[config.mk]
export PLATFORM = sky130hd
export DESIGN_NAME = hcbp_queue
export DESIGN_NICKNAME = d
export VERILOG_FILES = /design/src/design/hcbp_pkg.sv /design/src/design/hcbp_queue.sv
export SDC_FILE = /design/constraint.sdc
export NUM_CORES = 1
export LEC_CHECK = 0
export BUFFER_PORTS_ARGS = -buffer_cell sky130_fd_sc_hd__buf_2
export CORE_UTILIZATION = 40
export DETAILED_ROUTE_END_ITERATION = 16
export GPL_ROUTABILITY_DRIVEN = 0
export GPL_TIMING_DRIVEN = 0
export HOLD_SLACK_MARGIN = 0.08
export SLEW_MARGIN = 40
export SYNTH_ARGS = -nofsm -noshare
export SYNTH_HDL_FRONTEND = slang
export SYNTH_SLANG_ARGS = --single-unit
[constraint.sdc]
create_clock -name clk_i -period 2.5 [get_ports clk_i]
set_clock_uncertainty 0.15 [all_clocks]
set_input_delay 0.125 -clock clk_i [delete_from_list [all_inputs] [get_ports clk_i]]
set_output_delay 0.125 -clock clk_i [all_outputs]
set_load 0.02 [all_outputs]
[src/design/hcbp_pkg.sv]
// Shared types and constants for the Huffman code bit packer.
`default_nettype none
package hcbp_pkg;

  localparam int MaxCodeLen = 32;
  localparam int CodeW      = 32;
  localparam int LenW       = 6;
  localparam int SymW       = 8;
  localparam int TableDepth = 256;
  localparam int ByteW      = 8;
  localparam int PadW       = 3;
  localparam int PendW      = ByteW - 1;
  localparam int AccW       = PendW + CodeW;
  localparam int TotW       = $clog2(AccW + 1);
  localparam int EntryW     = LenW + CodeW;
  localparam int QueueDepth = 4;

  localparam int LenLimitInt = (MaxCodeLen < CodeW) ? MaxCodeLen : CodeW;
  localparam logic [LenW-1:0] LenLimit = LenW'(LenLimitInt);

  typedef enum logic [1:0] {
    OP_LOAD   = 2'd0,
    OP_ENCODE = 2'd1,
    OP_FLUSH  = 2'd2
  } op_e;

  typedef enum logic [1:0] {
    CMD_ENCODE,
    CMD_MISS,
    CMD_FLUSH
  } cmd_e;

  typedef struct packed {
    cmd_e            kind;
    logic [CodeW-1:0] code;
    logic [LenW-1:0]  len;
  } cmd_t;

  typedef struct packed {
    logic [ByteW-1:0] byte_out;
    logic             byte_valid;
    logic [PadW-1:0]  pad_count;
    logic             missing_code;
    logic             last;
  } res_t;

endpackage
`default_nettype wire

[src/design/hcbp_queue.sv]
// Command queue between the front end and the packer.
`default_nettype none
module hcbp_queue (
  input  wire logic           clk_i,
  input  wire logic           rst_ni,
  input  wire logic           push_i,
  input  wire hcbp_pkg::cmd_t cmd_i,
  output      logic           full_o,
  input  wire logic           pop_i,
  output      hcbp_pkg::cmd_t cmd_o,
  output      logic           empty_o
);

  localparam int PtrW = $clog2(hcbp_pkg::QueueDepth);

  hcbp_pkg::cmd_t    slot_q [hcbp_pkg::QueueDepth];
  logic [PtrW-1:0]   wr_ptr_q, rd_ptr_q;
  logic [PtrW:0]     count_q;
  logic              do_push, do_pop;

  assign full_o  = (count_q == (PtrW+1)'(hcbp_pkg::QueueDepth));
  assign empty_o = (count_q == '0);
  assign do_push = push_i && !full_o;
  assign do_pop  = pop_i && !empty_o;
  assign cmd_o   = slot_q[rd_ptr_q];

  always_ff @(posedge clk_i or negedge rst_ni) begin
    if (!rst_ni) begin
      wr_ptr_q <= '0;
      rd_ptr_q <= '0;
      count_q  <= '0;
    end else begin
      if (do_push) wr_ptr_q <= wr_ptr_q + 1'b1;
      if (do_pop)  rd_ptr_q <= rd_ptr_q + 1'b1;
      count_q <= count_q + (PtrW+1)'(do_push) - (PtrW+1)'(do_pop);
    end
  end

  always_ff @(posedge clk_i) begin
    if (do_push) begin
      slot_q[wr_ptr_q] <= cmd_i;
    end
  end

endmodule
`default_nettype wire

==> flow_summary.ini, run 1 <==
[synth]
syn_area_sq_um = 6297
synth_nets = 302
ys_seq_area_frac = 0.7908
synth.avg_cell_area_sq_um = 25.09
synthTopCellsByArea = edfxtp_1, mux4_2, dfrtp_1
synth_area_leader_cell = edfxtp_1
yosysWarningCount = 0
yosysUniqueCellTypes = 21
ys_seq_elements = 167
syn-instance-count = 251
yosys.area.top_type_share = 0.7630

[drt]
avgRoutedWirePerCell_microns = 17.78
ant_nets = 0
drt_first_pass_iters = 5
vias = 3028
routed_wl_microns = 11150
drc = 0
viasPerCell = 4.829
drt_iter0_markers = 137

[clocking]
path_clk_slew_ns = 0.06
clock_sinks = 167
cts_tree = built
numCtsBuffers = 17
clk_path_buf_depth = 2
insertion_delay_ns = 0.42
h-tree-depth = 4
cts-root-buf = clkbuf_16
postCtsSetupBuffers = 0

[sta]
drv_slew = 0
worstMarginPinSlew_ns = 0.4342
relSlewSlack = 0.7105
setup_violations = 0
fin_crit_sh = 0.9182
rsz0062_at_grt = false
finalHoldViolCount = 0
min_period_ns = 2.295
fin_ws_ns = 0.2045
max_freq_mhz = 435.6

[status]
status = completed

[final_layout]
multi_input_area_sq_um = 1200
nFillCells = 1231
drive_gt1_frac = 0.4159
num_antenna_cells = 0
nNetsFinal = 454
stdcell_count = 627
final_core_util = 0.5297
area_growth_pct = 28.35
seqCellArea_sq_um = 4980

[pwr]
ir_worst_vdd_mv = 0.5487
power_leakage_nw = 2.821
power_density_nw_per_um2 = 1175

[critical_path]
rr_endpoint = count_q[2]$_DFF_PN0_
rrSetupSlack_ns = 0.20
crit_fanout = 7
cp.arrival_ns = 2.49
end_kind = flip-flop
r2r-start = count_q[1]$_DFF_PN0_
crit_type = reg2reg
critPathCapture = count_q[2]$_DFF_PN0_
startpoint = count_q[1]$_DFF_PN0_
required_ns = 2.70
cp-start-kind = flip-flop
r2r_cells = 8

[grt]
grt_usage = 0.1534
antenna_found_initial = 0
grt_pass1_wl_microns = 17490
grt_pass1_vias = 3171
overflow = 0
grt_max_degree = 26

[place]
io_buffers = 85
pre_cts_ws_ns = 0.1623
dpl.hpwl_microns = 6570
place_inst = 551

[floorplan]
num_rows = 45
die_x_microns = 127.5
die_y_microns = 127.5
ioPinCount = 86
start_util = 0.4127
core_sq_um = 15260
die_area_sq_um = 16250

[min_path]
worstHoldPathType = in2reg
worstHoldStart = cmd_i[33]

[job]
maxCapViolations = 0
==> cell usage in the layout, fill, tap and decap left out, drive strengths merged, types with 5 or more instances in the layout <==
cell / n
dlygate4sd3: 44
clkinv: 6
clkinvlp: 5
clkbuf: 18
buf: 98
ha: 6
inv: 9
mux4: 40
dfrtp: 7
edfxtp: 160
==> sequential cells by signal, summed over array words and instances, names as in the netlist <==
signal,cells
wr_ptr_q,2
count_q,3
rd_ptr_q,2
slot_q,160
==> repair_timing <==
action,4_1_cts,5_1_grt
hold buffers,44,0
endpoints found under the setup margin,0,1
hold endpoints to repair,171,0
resized for setup,0,1
==> critical path: stages (launching register included) <==
cell and delay, ns:
dfrtp_1 0.47, o31ai_2 0.33, inv_1 0.08, ha_1 0.27
inv_1 0.03, ha_1 0.19, fa_1 0.38, xnor2_1 0.18
xnor2_1 0.14
==> synthesized netlist by cell type, drive strengths merged <==
cell and instances:
dfrtp 7, mux4 40, xnor2 4, nand2 1, o311ai 1, and3b 4
nor3 1, ha 6, o31ai 1, clkbuf 1, nand2b 4, o211ai 2
edfxtp 160, inv 6, buf 9, fa 1, nand4bb 2, nor3b 1
==> worst min path at each step <==
stage	endpoint	cells past startpoint
finish	slot_q[2][33]$_DFFE_PP_	2
global placement	wr_ptr_q[1]$_DFFE_PN0P_	1
CTS	slot_q[3][19]$_DFFE_PP_	2
detailed placement	wr_ptr_q[1]$_DFFE_PN0P_	1
floorplan	count_q[0]$_DFF_PN0_	0
global route	slot_q[1][34]$_DFFE_PP_	2
==> where the power goes <==
group / internal (mW) / switching [mW]
clock network: 1.37 / 1.06
registers: 3.69 / 0.169
logic: 1.43 / 1.77
==> through the flow <==
stage                     hold slack, ns  cell area (sq um)  TNS [ns]  total power [mW]
final                             0.2972               8083         0             9.494
after global routing              0.2969               8083         0             9.990
after CTS                         0.2758               8078         0             9.664
after detailed placement         -0.1767               7082         0             7.166
after global placement           -0.1811               6987    -98.94             7.037
after floorplan                  -0.3206               6297         0             6.107
==> area by class of cell <==
cell class	count	share of cell area
Sequential cell	167	0.6161
Multi-Input combinational cell	68	0.1485
Timing Repair Buffer	133	0.1170
Clock buffer	17	0.05263
Tap cell	211	0.03266
Clock inverter	15	0.01610
Buffer	10	0.01424
Inverter	6	0.002786
==> cell families (layout without fill, tap and decap cells) <==
| kind of cell | Yosys count | after routing | synth area share |
|---|---|---|---|
| AO/OA/AOI/OAI | 4 | 4 | 0.004967 |
| XOR/XNOR | 4 | 4 | 0.005563 |
| adder cells (fa/ha/maj) | 7 | 7 | 0.01510 |
| buffers and inverters | 16 | 181 | 0.02186 |
| flip-flops | 167 | 167 | 0.7908 |
| multiplexers | 40 | 40 | 0.1442 |
| AND/OR/NAND/NOR | 13 | 13 | 0.01748 |
==> routing by layer <==
metal / track usage / share of wire / vias up
li1: - / - / 1369
met1: 0.1978 / 0.44 / 1568
met2: 0.2424 / 0.50 / 74
met3: 0.04941 / 0.044 / 17
met4: 0.06092 / 0.014 / 0
met5: 0 / 0 / -
(Power assumes the default switching activity.)
==> run 2: changes to the inputs <==
CORE_MARGIN = 1.5   (was unset)
MAX_ROUTING_LAYER = met4   (was unset)
==> run 2 against run 1 <==
  * Sequential share of layout area decreased by 0.63 points
  * Cell count decreased by 0.16%
  * Combinational power about the same
  * First-iteration DRC count increased by 34%
  * Sequential cell count unchanged
  * Core utilization increased by 0.35 points
  * Wire length decreased by 2.3%
  * Clock power increased by 16%
  * Clock-buffer cell count increased by 2
==> flow_summary.ini, run 2 (synthesis results as in run 1) <==
[status]
status = completed

[final_layout]
area_growth_pct = 29.68
nNetsFinal = 454
stdcell_count = 626
drive_gt1_frac = 0.4000
finalInstanceArea_sq_um = 8167
num_antenna_cells = 0
regMostFlops = slot_q
largest_reg_flops = 160
nFillCells = 1231
final_common_cell = edfxtp_1
largestRegisters = slot_q x160, count_q x3
most-common-layout-cells = edfxtp_1, buf_2, dlygate4sd3_1
final_core_util = 0.5333

[sta]
tns_ns = 0
setup_violations = 0
worstMarginPinSlew_ns = 0.4101
max_freq_mhz = 426.8
finalHoldViolCount = 0
whs_ns = 0.3013
drv_slew = 0
fin_ws_ns = 0.1569
fin_crit_sh = 0.9372
relSlewSlack = 0.7266
min_period_ns = 2.343
rsz0062_at_grt = false

[drt]
avgRoutedWirePerCell_microns = 17.40
drt_iter0_markers = 184
ant_nets = 0
drt_first_pass_iters = 4
routed_wl_microns = 10890
viasPerCell = 4.744
drc = 0
vias = 2970

[floorplan]
die_x_microns = 128.5
start_util = 0.4112
die_y_microns = 128.5
core_sq_um = 15310
die_area_sq_um = 16500
ioPinCount = 86
num_rows = 45

[min_path]
worstHoldPathCells = 2
worstHoldStart = cmd_i[29]
worstHoldPathType = in2reg
min_to = slot_q[2][29]$_DFFE_PP_

[pwr]
power_frac_seq = 0.391
power_frac_comb = 0.324
power_leakage_nw = 2.866
clkPwrFrac = 0.285
power_density_nw_per_um2 = 1210
power.switching_mw = 2.904
switching_share = 0.2939
power_mw = 9.879
ir_worst_vdd_mv = 0.5632
p_int_mw = 6.976

[clocking]
cts-root-buf = clkbuf_16
clk_path_buf_depth = 2
postCtsSetupBuffers = 0
h-tree-depth = 4
path_clk_slew_ns = 0.06
clock_sinks = 167
cts_tree = built
insertion_delay_ns = 0.42
numCtsBuffers = 17

[critical_path]
r2r_cells = 8
rr_endpoint = count_q[2]$_DFF_PN0_
r2r-start = count_q[1]$_DFF_PN0_
crit_fanout = 7
end_kind = flip-flop
rrSetupSlack_ns = 0.16
path_cells = o31ai_2 -> inv_1 -> ha_1 -> inv_1 -> ha_1 -> fa_1 -> xnor2_1 -> xnor2_1
crit_slowest_cell = dfrtp_1
cp.arrival_ns = 2.49
required_ns = 2.65
cp-start-kind = flip-flop
crit_type = reg2reg
max_stage_delay_ns = 0.48

[job]
maxCapViolations = 0

[place]
place_inst = 551
pre_cts_ws_ns = 0.1493
placed_area_sq_um = 7082
io_buffers = 85
dpl.hpwl_microns = 6550

[grt]
antenna_found_initial = 0
grt_pass1_vias = 3185
grt_pass1_wl_microns = 17080
grt_usage = 0.1507
overflow = 0
grt_max_degree = 25
-- run 2: cell types whose count changed in the layout (fill, tap and decap cells not counted), sizes merged --
cell,delta
inv,-3
clkbuf,+2
clkinv,-1
bufinv,+5
clkinvlp,-4
-- run 2: how the worst max path moves through the flow --
| stage | from | endpoint | slack (ns) | cells after the start |
|---|---|---|---|---|
| floorplan | count_q[2]$_DFF_PN0_ | slot_q[0][0]$_DFFE_PP_ | 0.23 | 2 |
| CTS | count_q[1]$_DFF_PN0_ | count_q[2]$_DFF_PN0_ | 0.13 | 8 |
| global route | count_q[1]$_DFF_PN0_ | count_q[2]$_DFF_PN0_ | 0.03 | 8 |
| finish | count_q[1]$_DFF_PN0_ | count_q[2]$_DFF_PN0_ | 0.16 | 8 |
| global placement | count_q[2]$_DFF_PN0_ | slot_q[2][4]$_DFFE_PP_ | -0.68 | 2 |
| detailed placement | count_q[1]$_DFF_PN0_ | count_q[2]$_DFF_PN0_ | 0.15 | 8 |
-- run 2: cell type report --
type,count,area (sq um),area share
sequential,167,4980,0.6098
multi-input combinational,68,1200,0.1469
timing repair buffer,133,945.9,0.1158
clock buffer,19,432.9,0.05301
tap,211,264.0,0.03233
clock inverter,12,206.4,0.02528
buffer,10,115.1,0.01410
inverter,6,22.52,0.002758
-- run 2: timing repair --
item,in CTS,in global routing
gates resized for setup,0,1
endpoints found under the hold margin,171,0
hold buffers,44,0
endpoints found under the setup margin,0,1
-- run 2: critical path, delay by kind of cell, from the launching register on --
family          cells  cell delay [ns]
fa+ha+maj           3             0.82
flops               1             0.48
compound gates      1             0.38
xor+xnor            2             0.27
buf+inv             2             0.13
-- run 2: per-layer routing --
layer | GRT usage | share of wire
met2 | 0.2372 | 0.51
met4 | 0.05354 | 0.0090
met5 | - | 0
met1 | 0.1875 | 0.45
met3 | 0.04491 | 0.035
-- run 2: power by group through the flow --
stage	Combinational, mW	Clock, mW	Sequential [mW]
floorplan	2.22	0	3.89
global placement	3.10	0	3.94
detailed placement	3.22	0	3.92
CTS	3.29	2.87	3.87
global route	3.47	3.00	3.92
finish	3.20	2.81	3.87
