<file path="src/design/hcbp_pkg.sv">
// Shared types and constants for the Huffman code bit packer.
`default_nettype none
package hcbp_pkg;

  localparam int MaxCodeLen = 32;
  localparam int CodeW      = 32;
  localparam int LenW       = 6;
  localparam int SymW       = 8;
  localparam int TableDepth = 256;
  localparam int ByteW      = 8;
  localparam int PadW       = 3;
  localparam int PendW      = ByteW - 1;
  localparam int AccW       = PendW + CodeW;
  localparam int TotW       = $clog2(AccW + 1);
  localparam int EntryW     = LenW + CodeW;
  localparam int QueueDepth = 4;

  localparam int LenLimitInt = (MaxCodeLen < CodeW) ? MaxCodeLen : CodeW;
  localparam logic [LenW-1:0] LenLimit = LenW'(LenLimitInt);

  typedef enum logic [1:0] {
    OP_LOAD   = 2'd0,
    OP_ENCODE = 2'd1,
    OP_FLUSH  = 2'd2
  } op_e;

  typedef enum logic [1:0] {
    CMD_ENCODE,
    CMD_MISS,
    CMD_FLUSH
  } cmd_e;

  typedef struct packed {
    cmd_e            kind;
    logic [CodeW-1:0] code;
    logic [LenW-1:0]  len;
  } cmd_t;

  typedef struct packed {
    logic [ByteW-1:0] byte_out;
    logic             byte_valid;
    logic [PadW-1:0]  pad_count;
    logic             missing_code;
    logic             last;
  } res_t;

endpackage
`default_nettype wire

</file>
<file path="src/design/hcbp_back.sv">
// Packer: bit accumulator, byte emission and result register.
`default_nettype none
module hcbp_back (
  input  wire logic           clk_i,
  input  wire logic           rst_ni,
  input  wire hcbp_pkg::cmd_t cmd_i,
  input  wire logic           q_empty_i,
  output      logic           q_pop_o,
  output      hcbp_pkg::res_t res_o,
  output      logic           empty_o,
  input  wire logic           pop_i
);

  localparam int AccW  = hcbp_pkg::AccW;
  localparam int TotW  = hcbp_pkg::TotW;
  localparam int ByteW = hcbp_pkg::ByteW;
  localparam int CntW  = $clog2(ByteW);
  localparam logic [TotW-1:0] ByteBits = TotW'(ByteW);

  logic [AccW-1:0]         acc_q, acc_d;
  logic [TotW-1:0]         tot_q, tot_d;
  logic                    busy_q, busy_d;
  logic                    out_vld_q, out_vld_d;
  hcbp_pkg::res_t          out_q, out_d;
  logic                    out_rdy, emit, idle_next;
  logic [TotW-1:0]         tot_m8, cur_tot;
  logic [hcbp_pkg::PendW-1:0] pend;
  logic [CntW-1:0]         cnt;
  logic [CntW:0]           pad;

  always_comb begin
    out_rdy   = !out_vld_q || pop_i;
    emit      = busy_q && out_rdy;
    tot_m8    = tot_q - ByteBits;
    cur_tot   = emit ? tot_m8 : tot_q;
    idle_next = !busy_q || (emit && (tot_m8 < ByteBits));
    pend      = acc_q[hcbp_pkg::PendW-1:0]
              & hcbp_pkg::PendW'((ByteW'(1) << cur_tot[CntW-1:0]) - ByteW'(1));
    cnt       = tot_q[CntW-1:0];
    pad       = (CntW+1)'(ByteW) - (CntW+1)'(cnt);

    q_pop_o = 1'b0;
    if (!q_empty_i) begin
      unique case (cmd_i.kind)
        hcbp_pkg::CMD_ENCODE: q_pop_o = idle_next;
        hcbp_pkg::CMD_MISS,
        hcbp_pkg::CMD_FLUSH:  q_pop_o = !busy_q && out_rdy;
        default:              q_pop_o = 1'b0;
      endcase
    end
  end

  always_comb begin
    acc_d     = acc_q;
    tot_d     = cur_tot;
    busy_d    = emit ? (tot_m8 >= ByteBits) : busy_q;
    out_vld_d = out_vld_q && !pop_i;
    out_d     = out_q;

    if (emit) begin
      out_vld_d          = 1'b1;
      out_d.byte_out     = ByteW'(acc_q >> tot_m8);
      out_d.byte_valid   = 1'b1;
      out_d.pad_count    = '0;
      out_d.missing_code = 1'b0;
      out_d.last         = (tot_m8 < ByteBits);
    end

    if (q_pop_o) begin
      unique case (cmd_i.kind)
        hcbp_pkg::CMD_ENCODE: begin
          acc_d  = (AccW'(pend) << cmd_i.len) | AccW'(cmd_i.code);
          tot_d  = TotW'(cur_tot[CntW-1:0]) + TotW'(cmd_i.len);
          busy_d = (tot_d >= ByteBits);
        end
        hcbp_pkg::CMD_MISS: begin
          out_vld_d          = 1'b1;
          out_d.byte_out     = '0;
          out_d.byte_valid   = 1'b0;
          out_d.pad_count    = '0;
          out_d.missing_code = 1'b1;
          out_d.last         = 1'b1;
        end
        hcbp_pkg::CMD_FLUSH: begin
          out_vld_d          = 1'b1;
          out_d.missing_code = 1'b0;
          out_d.last         = 1'b1;
          if (cnt == '0) begin
            out_d.byte_out   = '0;
            out_d.byte_valid = 1'b0;
            out_d.pad_count  = '0;
          end else begin
            // bits above the pending count shift out past the byte
            out_d.byte_out   = ByteW'(acc_q[ByteW-1:0] << pad);
            out_d.byte_valid = 1'b1;
            out_d.pad_count  = hcbp_pkg::PadW'(pad);
          end
          acc_d = '0;
          tot_d = '0;
        end
        default: ;
      endcase
    end
  end

  always_ff @(posedge clk_i or negedge rst_ni) begin
    if (!rst_ni) begin
      acc_q     <= '0;
      tot_q     <= '0;
      busy_q    <= 1'b0;
      out_vld_q <= 1'b0;
    end else begin
      acc_q     <= acc_d;
      tot_q     <= tot_d;
      busy_q    <= busy_d;
      out_vld_q <= out_vld_d;
    end
  end

  always_ff @(posedge clk_i) begin
    out_q <= out_d;
  end

  assign res_o   = out_q;
  assign empty_o = !out_vld_q;

endmodule
`default_nettype wire

</file>
<file path="config.mk">
export PLATFORM = sky130hd
export DESIGN_NAME = hcbp_back
export DESIGN_NICKNAME = d
export VERILOG_FILES = /design/src/design/hcbp_pkg.sv /design/src/design/hcbp_back.sv
export SDC_FILE = /design/constraint.sdc
export NUM_CORES = 1
export LEC_CHECK = 0
export BUFFER_PORTS_ARGS = -buffer_cell sky130_fd_sc_hd__buf_2
export CAP_MARGIN = 20
export CORE_MARGIN = 5
export CORE_UTILIZATION = 35
export DETAILED_ROUTE_END_ITERATION = 8
export PLACE_DENSITY = 0.61
export SLEW_MARGIN = 10
export SYNTH_ARGS = -nofsm -noshare
export SYNTH_HDL_FRONTEND = slang
export SYNTH_SLANG_ARGS = --single-unit
export TNS_END_PERCENT = 100
</file>
<file path="constraint.sdc">
create_clock -name clk_i -period 4.5 [get_ports clk_i]
set_input_delay 0.9 -clock clk_i [delete_from_list [all_inputs] [get_ports clk_i]]
set_output_delay 0.9 -clock clk_i [all_outputs]
set_load 0.02 [all_outputs]
</file>
==> results.ini, run 1 <==
[clocking]
cts_sinks = 61
htreeDepth = 3
post-cts-setup-buffers = 0
cts_tree = yes
cts_made_buffers = 9
ctsHoldBuffers = 0
path_clk_slew_ps = 50
ctsResizeCount = 0
root_buffer = clkbuf_16
cts_buffer_depth = 2
clk_latency_ps = 350

[synth]
synthCells = 585
synth_top_cell_area_share_pct = 21.8
ys_seq_elements = 61
synth-seq-area-share_pct = 27.0
avgSynthCellArea_um2 = 9.24
synth_edf_count = 0
synth_nets = 644
synth.distinct_cells = 69
synth_top_cell_by_area = dfrtp_1
synth_area_leaders = dfrtp_1 22%, mux4_2 16%, a22oi_1 5.3%, dfxtp_1 5.2%, nand2_1 3.3%
yosysWarnings = 0
syn_area_um2 = 5400
synth_flop_cell = dfrtp_1
async_flop_share_pct = 77.0

[critical_path]
crit_required_ps = 3600
r2r_slack_ps = 1430
crit_path_start = tot_q[3]$_DFF_PN0_
worstSetupStartpointType = flip-flop
endpoint = q_pop_o
critical_path_class = flip-flop to output port
worst_r2r_endpoint = acc_q[17]$_DFFE_PN0P_
r2r_start = tot_q[3]$_DFF_PN0_
cp_max_fo = 18
reg2regPathDepth = 8
end_kind = output port
worstPathArrival_ps = 2720

[die]
rows = 45
start_util_pct = 35.7
die_x_um = 134
core_region_area_um2 = 15100
die_area_um2 = 18000
die_h_um = 134
io_pins = 60

[grt]
grt.overflow.total = 0
antenna_found_initial = 0
gr-usage-all-layers_pct = 20.5
grt_max_degree = 55
grt_pass1_wl_mm = 28.9
grt_pass1_vias = 5021

[route]
post_drt_wl_per_cell_um = 22.7
drtPass1Iterations = 5
drt_iter0_drc = 638
wirelength_mm = 18.3
ant_nets = 0
drc_errors = 0
vias = 5196
drt-vias-per-instance = 6.45

[timing]
setup_viol = 0
finalSetupTns_ps = 0
finalHoldViolCount = 0
period_share_pct = 80.4
period_needed_ps = 3620
fmax_ghz = 0.277
relSlewSlack_pct = 24.8
maxSlewViolCount = 0
worst_slew_pin_slew_ps = 1130
clock_skew_ps = 8.19
whs_ps = 452
grt_setup_unrepaired = no

[finish]
drive_above_1_share_pct = 23.0
synthToLayoutAreaGrowth_pct = 13.3
fin_util_pct = 40.4
final_common_cell = buf_2
diodes = 0
final_cell_mix = 58 x buf_2, 47 x nand2_1, 45 x dfrtp_1, 39 x mux4_2, 38 x a22oi_1
num-nets-final = 672

[power_and_ir_drop]
worst_ir_drop_vdd_v = 0.000238
p_per_area_nw_per_um2 = 688
p_leak_nw = 2.45

[hold_path]
hold_class = flip-flop to flip-flop

[placement]
dpl.hpwl_mm = 13.7
gp_congestion = 0.945
portBuffers = 59

[outcome]
outcome = completed

[run]
cap_violations = 0

==> registers in the layout (all words and copies together) (netlist names) <==
signal / cells
acc_q: 39
out_vld_q: 1
busy_q: 1
res_o: 14
tot_q: 6
==> synthesized netlist by cell type, types with 4 or more instances <==
cell type / n
o211ai_1: 9
o21a_1: 5
and2_1: 5
mux4_2: 39
clkbuf_1: 32
buf_2: 13
o22ai_1: 5
o221ai_1: 7
nor3_1: 10
a31oi_1: 11
inv_1: 15
a22o_1: 13
a211oi_1: 5
a21oi_1: 27
nor2_1: 28
nand2_1: 47
nor3b_1: 10
a22oi_1: 38
a221oi_1: 5
nor2b_1: 7
o21ai_0: 32
and3_1: 5
a221o_1: 4
or3_1: 4
ha_1: 14
xor2_1: 6
nand2b_1: 7
dfxtp_1: 14
nand4b_1: 4
dfrtp_1: 47
mux2i_1: 14
nand4_1: 15
and3b_1: 4
a21o_1: 9
nand3_1: 17
buf_1: 4
==> final cells by class <==
class | count | area (um^2)
clock inverter | 5 | 65.1
inverter | 17 | 63.8
sequential | 61 | 1460
fill | 1484 | 9020
tap | 188 | 235
timing repair buffer | 69 | 373
clock buffer | 11 | 253
multi-input combinational | 455 | 3670
==> logic make-up (layout without fill, tap and decap cells) <==
logic type                 Yosys count  count (layout)  share of synthesized area, %
muxes                               55              55                          19.3
buffers and inverters               69             102                          5.26
AOI/OAI and AO/OA                  195             195                          25.3
xor gates and xnor gates             9               9                          1.46
and+or+nand+nor                    181             181                          18.1
DFF                                 61              61                          27.0
adders and majority gates           15              15                          3.61
==> where the power goes <==
| group | total [mW] | switching, mW | leakage [nW] | internal (mW) |
|---|---|---|---|---|
| logic | 2.41 | 1.35 | 1.56 | 1.05 |
| clock network | 0.742 | 0.276 | 0.157 | 0.465 |
| registers | 1.06 | 0.317 | 0.724 | 0.747 |
| total | 4.21 | 1.95 | 2.45 | 2.26 |
==> how the worst min path moves through the flow <==
stage	depth (start not counted)	from	slack, ps	to
floorplan	2	acc_q[17]$_DFFE_PN0P_	500	acc_q[17]$_DFFE_PN0P_
global placement	2	res_o[1]$_DFF_P_	450	res_o[1]$_DFF_P_
detailed placement	2	res_o[1]$_DFF_P_	450	res_o[1]$_DFF_P_
CTS	2	res_o[1]$_DFF_P_	460	res_o[1]$_DFF_P_
global route	2	res_o[1]$_DFF_P_	470	res_o[1]$_DFF_P_
finish	2	res_o[1]$_DFF_P_	450	res_o[1]$_DFF_P_
==> through the flow <==
stage                     worst slack [ps]  instances  power, mW  instance area, um^2
after floorplan                       1150        585       2.82                 5400
after global placement                1310        790       3.40                 5800
after detailed placement              1310        790       3.44                 5800
after CTS                              942        806       4.19                 6120
after global routing                   712        806       4.48                 6120
final                                  884        806       4.21                 6120
==> worst max-delay path, cell delays in order (launching register included) <==
cell     delay, ps
dfrtp_1        680
inv_1          100
ha_1           540
nand2_1        210
nor4_1         390
nor2_1         100
nor3_1         150
buf_2          190
==> routing by layer <==
metal	up-vias	global-route usage, %	routed length (um)
met5	-	0	0
met4	0	7.47	501
met3	36	4.35	1340
met2	256	32.2	8500
met1	2540	28.0	7950
li1	2364	-	-
Power figures use the tool's default switching activity.
==> run 2: changes to the inputs <==
==> constraint.sdc (replaced) <==
create_clock -name clk_i -period 3.5 [get_ports clk_i]
set_input_delay 0.7 -clock clk_i [delete_from_list [all_inputs] [get_ports clk_i]]
set_output_delay 0.7 -clock clk_i [all_outputs]
set_load 0.02 [all_outputs]
==> results.ini, run 2 (synthesis gave the netlist of run 1 again) <==
[power_and_ir_drop]
p_comb_share_pct = 57.8
p_per_area_nw_per_um2 = 879
sw_frac_of_total_pct = 46.6
worst_ir_drop_vdd_v = 0.000371
totalPowerFinal_mw = 5.37
p_leak_nw = 2.43
power_frac_clock_pct = 16.5
p_int_mw = 2.87
p_seq_share_pct = 25.7
net-switching-power_mw = 2.51

[timing]
period_share_pct = 93.8
clock_skew_ps = 6.80
worst_slew_pin_slew_ps = 845
relSlewSlack_pct = 43.5
whs_ps = 370
setup_viol = 0
period_needed_ps = 3280
finalHoldViolCount = 0
layout_setup_ws_ps = 218
fmax_ghz = 0.305
maxSlewViolCount = 0
finalSetupTns_ps = 0
grt_setup_unrepaired = no

[clocking]
ctsResizeCount = 0
path_clk_slew_ps = 60
cts_made_buffers = 9
cts_tree = yes
post-cts-setup-buffers = 0
cts_sinks = 61
root_buffer = clkbuf_16
clk_latency_ps = 350
ctsHoldBuffers = 0
htreeDepth = 3
cts_buffer_depth = 2

[die]
io_pins = 60
rows = 45
die_area_um2 = 18000
die_x_um = 134
start_util_pct = 35.7
die_h_um = 134
core_region_area_um2 = 15100

[placement]
placed_area_um2 = 5810
dpl.hpwl_mm = 13.9
portBuffers = 59
gp_congestion = 0.901
placed_cells = 791
pre_cts_ws_ps = 368

[finish]
diodes = 0
final_common_cell = buf_2
stdcell_area_um2 = 6110
synthToLayoutAreaGrowth_pct = 13.1
final_cell_count_no_fill = 806
regMostFlops = acc_q
drive_above_1_share_pct = 23.0
final_cell_mix = 58 x buf_2, 47 x nand2_1, 45 x dfrtp_1, 39 x mux4_2, 38 x a22oi_1
fin_util_pct = 40.3
num-nets-final = 673
largest_reg_flops = 39

[hold_path]
hold_class = input port to async pin

[grt]
grt_pass1_vias = 5087
antenna_found_initial = 0
gr-usage-all-layers_pct = 21.1
grt_pass1_wl_mm = 29.7
grt_max_degree = 55
grt.overflow.total = 0

[critical_path]
crit_required_ps = 2800
slowest_delay_ps = 630
slowest_stage = dfrtp_1
r2r_start = tot_q[3]$_DFF_PN0_
critical_path_class = flip-flop to output port
worstSetupStartpointType = flip-flop
reg2regPathDepth = 7
path_cells = inv_1 > ha_1 > nand2_1 > nor4_2 > nor2_1 > nor3_1 > buf_2
crit_path_start = tot_q[3]$_DFF_PN0_
cp_max_fo = 18
end_kind = output port
worstPathArrival_ps = 2580

[route]
drt_iter0_drc = 722
wirelength_mm = 18.6
post_drt_wl_per_cell_um = 23.1
drtPass1Iterations = 6
drc_errors = 0
ant_nets = 0
drt-vias-per-instance = 6.56
vias = 5285

[run]
cap_violations = 0

[outcome]
outcome = completed

-- run 2: cell types whose count changed in the layout (fill, tap and decap cells not counted), sizes merged --
cell,before,now
clkinv,3,4
clkinvlp,0,2
inv,18,15
clkbuf,11,10
buf,69,70
-- run 2: path summary, 6_finish.rpt --
kind	endpoint	slack (ps)
worst max-delay path	q_pop_o	220
worst min-delay path	acc_q[2]$_DFFE_PN0P_	370
worst max register to register	acc_q[12]$_DFFE_PN0P_	270
worst min register to register	res_o[1]$_DFF_P_	450
max in group asynchronous	tot_q[1]$_DFFE_PN0P_	2650
min in group clk_i	res_o[1]$_DFF_P_	450
-- run 2: area by class of cell --
cell class / instances / area, um^2
Inverter: 17 / 63.8
Sequential cell: 61 / 1460
Fill cell: 1475 / 9030
Multi-Input combinational cell: 455 / 3680
Clock buffer: 10 / 229
Timing Repair Buffer: 70 / 380
Clock inverter: 5 / 62.6
Tap cell: 188 / 235
-- run 2: power by group through the flow --
stage          logic (mW)  clock network [mW]  registers, mW
3_5_place_dp         3.05                   0           1.38
5_1_grt              3.37               0.926           1.43
4_1_cts              3.06               0.903           1.36
2_1_floorplan        2.41                   0           1.21
6_report             3.11               0.886           1.38
3_3_place_gp         3.01                   0           1.35
-- run 2: per-layer routing --
metal  wire length, um  global-route usage (%)
met1              7980                    29.5
met2              8790                    33.2
met3              1490                    4.05
met4               314                    6.45
met5                 0                       0
-- run 2: worst max-delay path: cells and delay by family (launching register included) --
| family | cells | cell delay [ps] |
|---|---|---|
| buffers and inverters | 2 | 300 |
| DFF | 1 | 630 |
| adders and majority gates | 1 | 520 |
| and+or+nand+nor | 4 | 800 |
==> run 3: changes to the inputs <==
--- a/config.mk
+++ b/config.mk
@@ -11,6 +11,7 @@
 export CORE_UTILIZATION = 35
 export DETAILED_ROUTE_END_ITERATION = 8
 export PLACE_DENSITY = 0.61
+export REMOVE_ABC_BUFFERS = 1
 export SLEW_MARGIN = 10
 export SYNTH_ARGS = -nofsm -noshare
 export SYNTH_HDL_FRONTEND = slang
==> results.ini, run 3 (synthesis gave the netlist of run 1 again) <==
[finish]
final_common_cell = buf_2
synthToLayoutAreaGrowth_pct = 14.0
fin_util_pct = 40.7
drive_above_1_share_pct = 23.3
num-nets-final = 676
final_cell_mix = 58 x buf_2, 47 x nand2_1, 45 x dfrtp_1, 39 x mux4_2, 38 x a22oi_1
regMostFlops = acc_q
largest_reg_flops = 39
stdcell_area_um2 = 6160
diodes = 0

[power_and_ir_drop]
p_per_area_nw_per_um2 = 888
p_leak_nw = 2.47
worst_ir_drop_vdd_v = 0.000350

[placement]
dpl.hpwl_mm = 13.8
placed_area_um2 = 5830
gp_congestion = 0.911
portBuffers = 59

[clocking]
ctsHoldBuffers = 0
post-cts-setup-buffers = 0
htreeDepth = 3
cts_sinks = 61
cts_buffer_depth = 2
cts_made_buffers = 9
path_clk_slew_ps = 60
root_buffer = clkbuf_16
cts_tree = yes
clk_latency_ps = 340
ctsResizeCount = 0

[timing]
grt_setup_unrepaired = no
worst_slew_pin_slew_ps = 847
period_needed_ps = 3270
period_share_pct = 93.4
clock_skew_ps = 7.32
setup_viol = 0
relSlewSlack_pct = 43.3
finalHoldViolCount = 0
fmax_ghz = 0.306
finalSetupTns_ps = 0
whs_ps = 365
maxSlewViolCount = 0

[die]
io_pins = 60
die_x_um = 134
die_area_um2 = 18000
die_h_um = 134
rows = 45
core_region_area_um2 = 15100
start_util_pct = 35.7

[critical_path]
worstSetupStartpointType = flip-flop
worstPathArrival_ps = 2570
end_kind = output port
crit_required_ps = 2800
cp_max_fo = 18
critical_path_class = flip-flop to output port

[route]
wirelength_mm = 18.3
post_drt_wl_per_cell_um = 22.6
drc_errors = 0
ant_nets = 0
drt_iter0_drc = 727
drt-vias-per-instance = 6.60
vias = 5343
drtPass1Iterations = 6

[hold_path]
hold_class = input port to async pin

[run]
cap_violations = 0

[grt]
gr-usage-all-layers_pct = 20.2
grt_pass1_wl_mm = 28.9
antenna_found_initial = 0
grt_max_degree = 55
grt.overflow.total = 0
grt_pass1_vias = 5057

[outcome]
outcome = completed

-- run 3: cell count changes in the layout (fill, tap and decap cells not counted) --
cell        previous run  this run
buf_4                 12        15
clkinv_2               0         2
clkinv_4               2         0
clkinvlp_4             2         0
bufinv_16              1         2
clkbuf_8               0         1
clkinv_1               2         3
-- run 3: path summary, 6_finish.rpt --
kind / from / end / slack, ps / cells past startpoint
min in group clk_i: res_o[1]$_DFF_P_ / res_o[1]$_DFF_P_ / 460 / 2
max reg2reg: tot_q[3]$_DFF_PN0_ / acc_q[12]$_DFFE_PN0P_ / 340 / 7
min reg2reg: res_o[1]$_DFF_P_ / res_o[1]$_DFF_P_ / 460 / 2
max: tot_q[3]$_DFF_PN0_ / q_pop_o / 230 / 7
min: rst_ni / acc_q[0]$_DFFE_PN0P_ / 370 / 1
max in group asynchronous: rst_ni / acc_q[23]$_DFFE_PN0P_ / 2670 / 1
-- run 3: critical path, stage by stage (launching register included) --
cell and delay (ps):
dfrtp_1 640, inv_1 100, ha_1 540, nand2_1 220, nor4_2 320, nor2_1 90, nor3_1 120, buf_2 190
-- run 3: layer usage --
metal | global-route usage (%) | wire, um
met2 | 31.3 | 8510
met4 | 8.26 | 534
met3 | 3.45 | 1370
met5 | 0 | 0
met1 | 28.0 | 7880
-- run 3: where the power goes --
group	leakage [nW]	total [mW]	internal (mW)	switching (mW)
clock network	0.157	0.969	0.638	0.331
registers	0.724	1.38	0.961	0.416
logic	1.58	3.13	1.37	1.75
total	2.47	5.47	2.97	2.50
-- run 3: area by class of cell --
cell class              instances  area, um^2
clock inverters                 5        73.8
flip-flops and latches         61        1460
clock buffers                  11         243
repair buffers                 73         403
inverters                      17        63.8
well taps                     188         235
fillers                      1461        8990
multi-input cells             455        3680
-- run 3: metrics by stage --
step	std cells	setup WS (ps)	power, mW
floorplan	533	-987	3.51
global placement	794	511	4.43
detailed placement	794	420	4.46
CTS	810	56.7	5.43
global route	810	53.7	5.78
finish	810	231	5.47
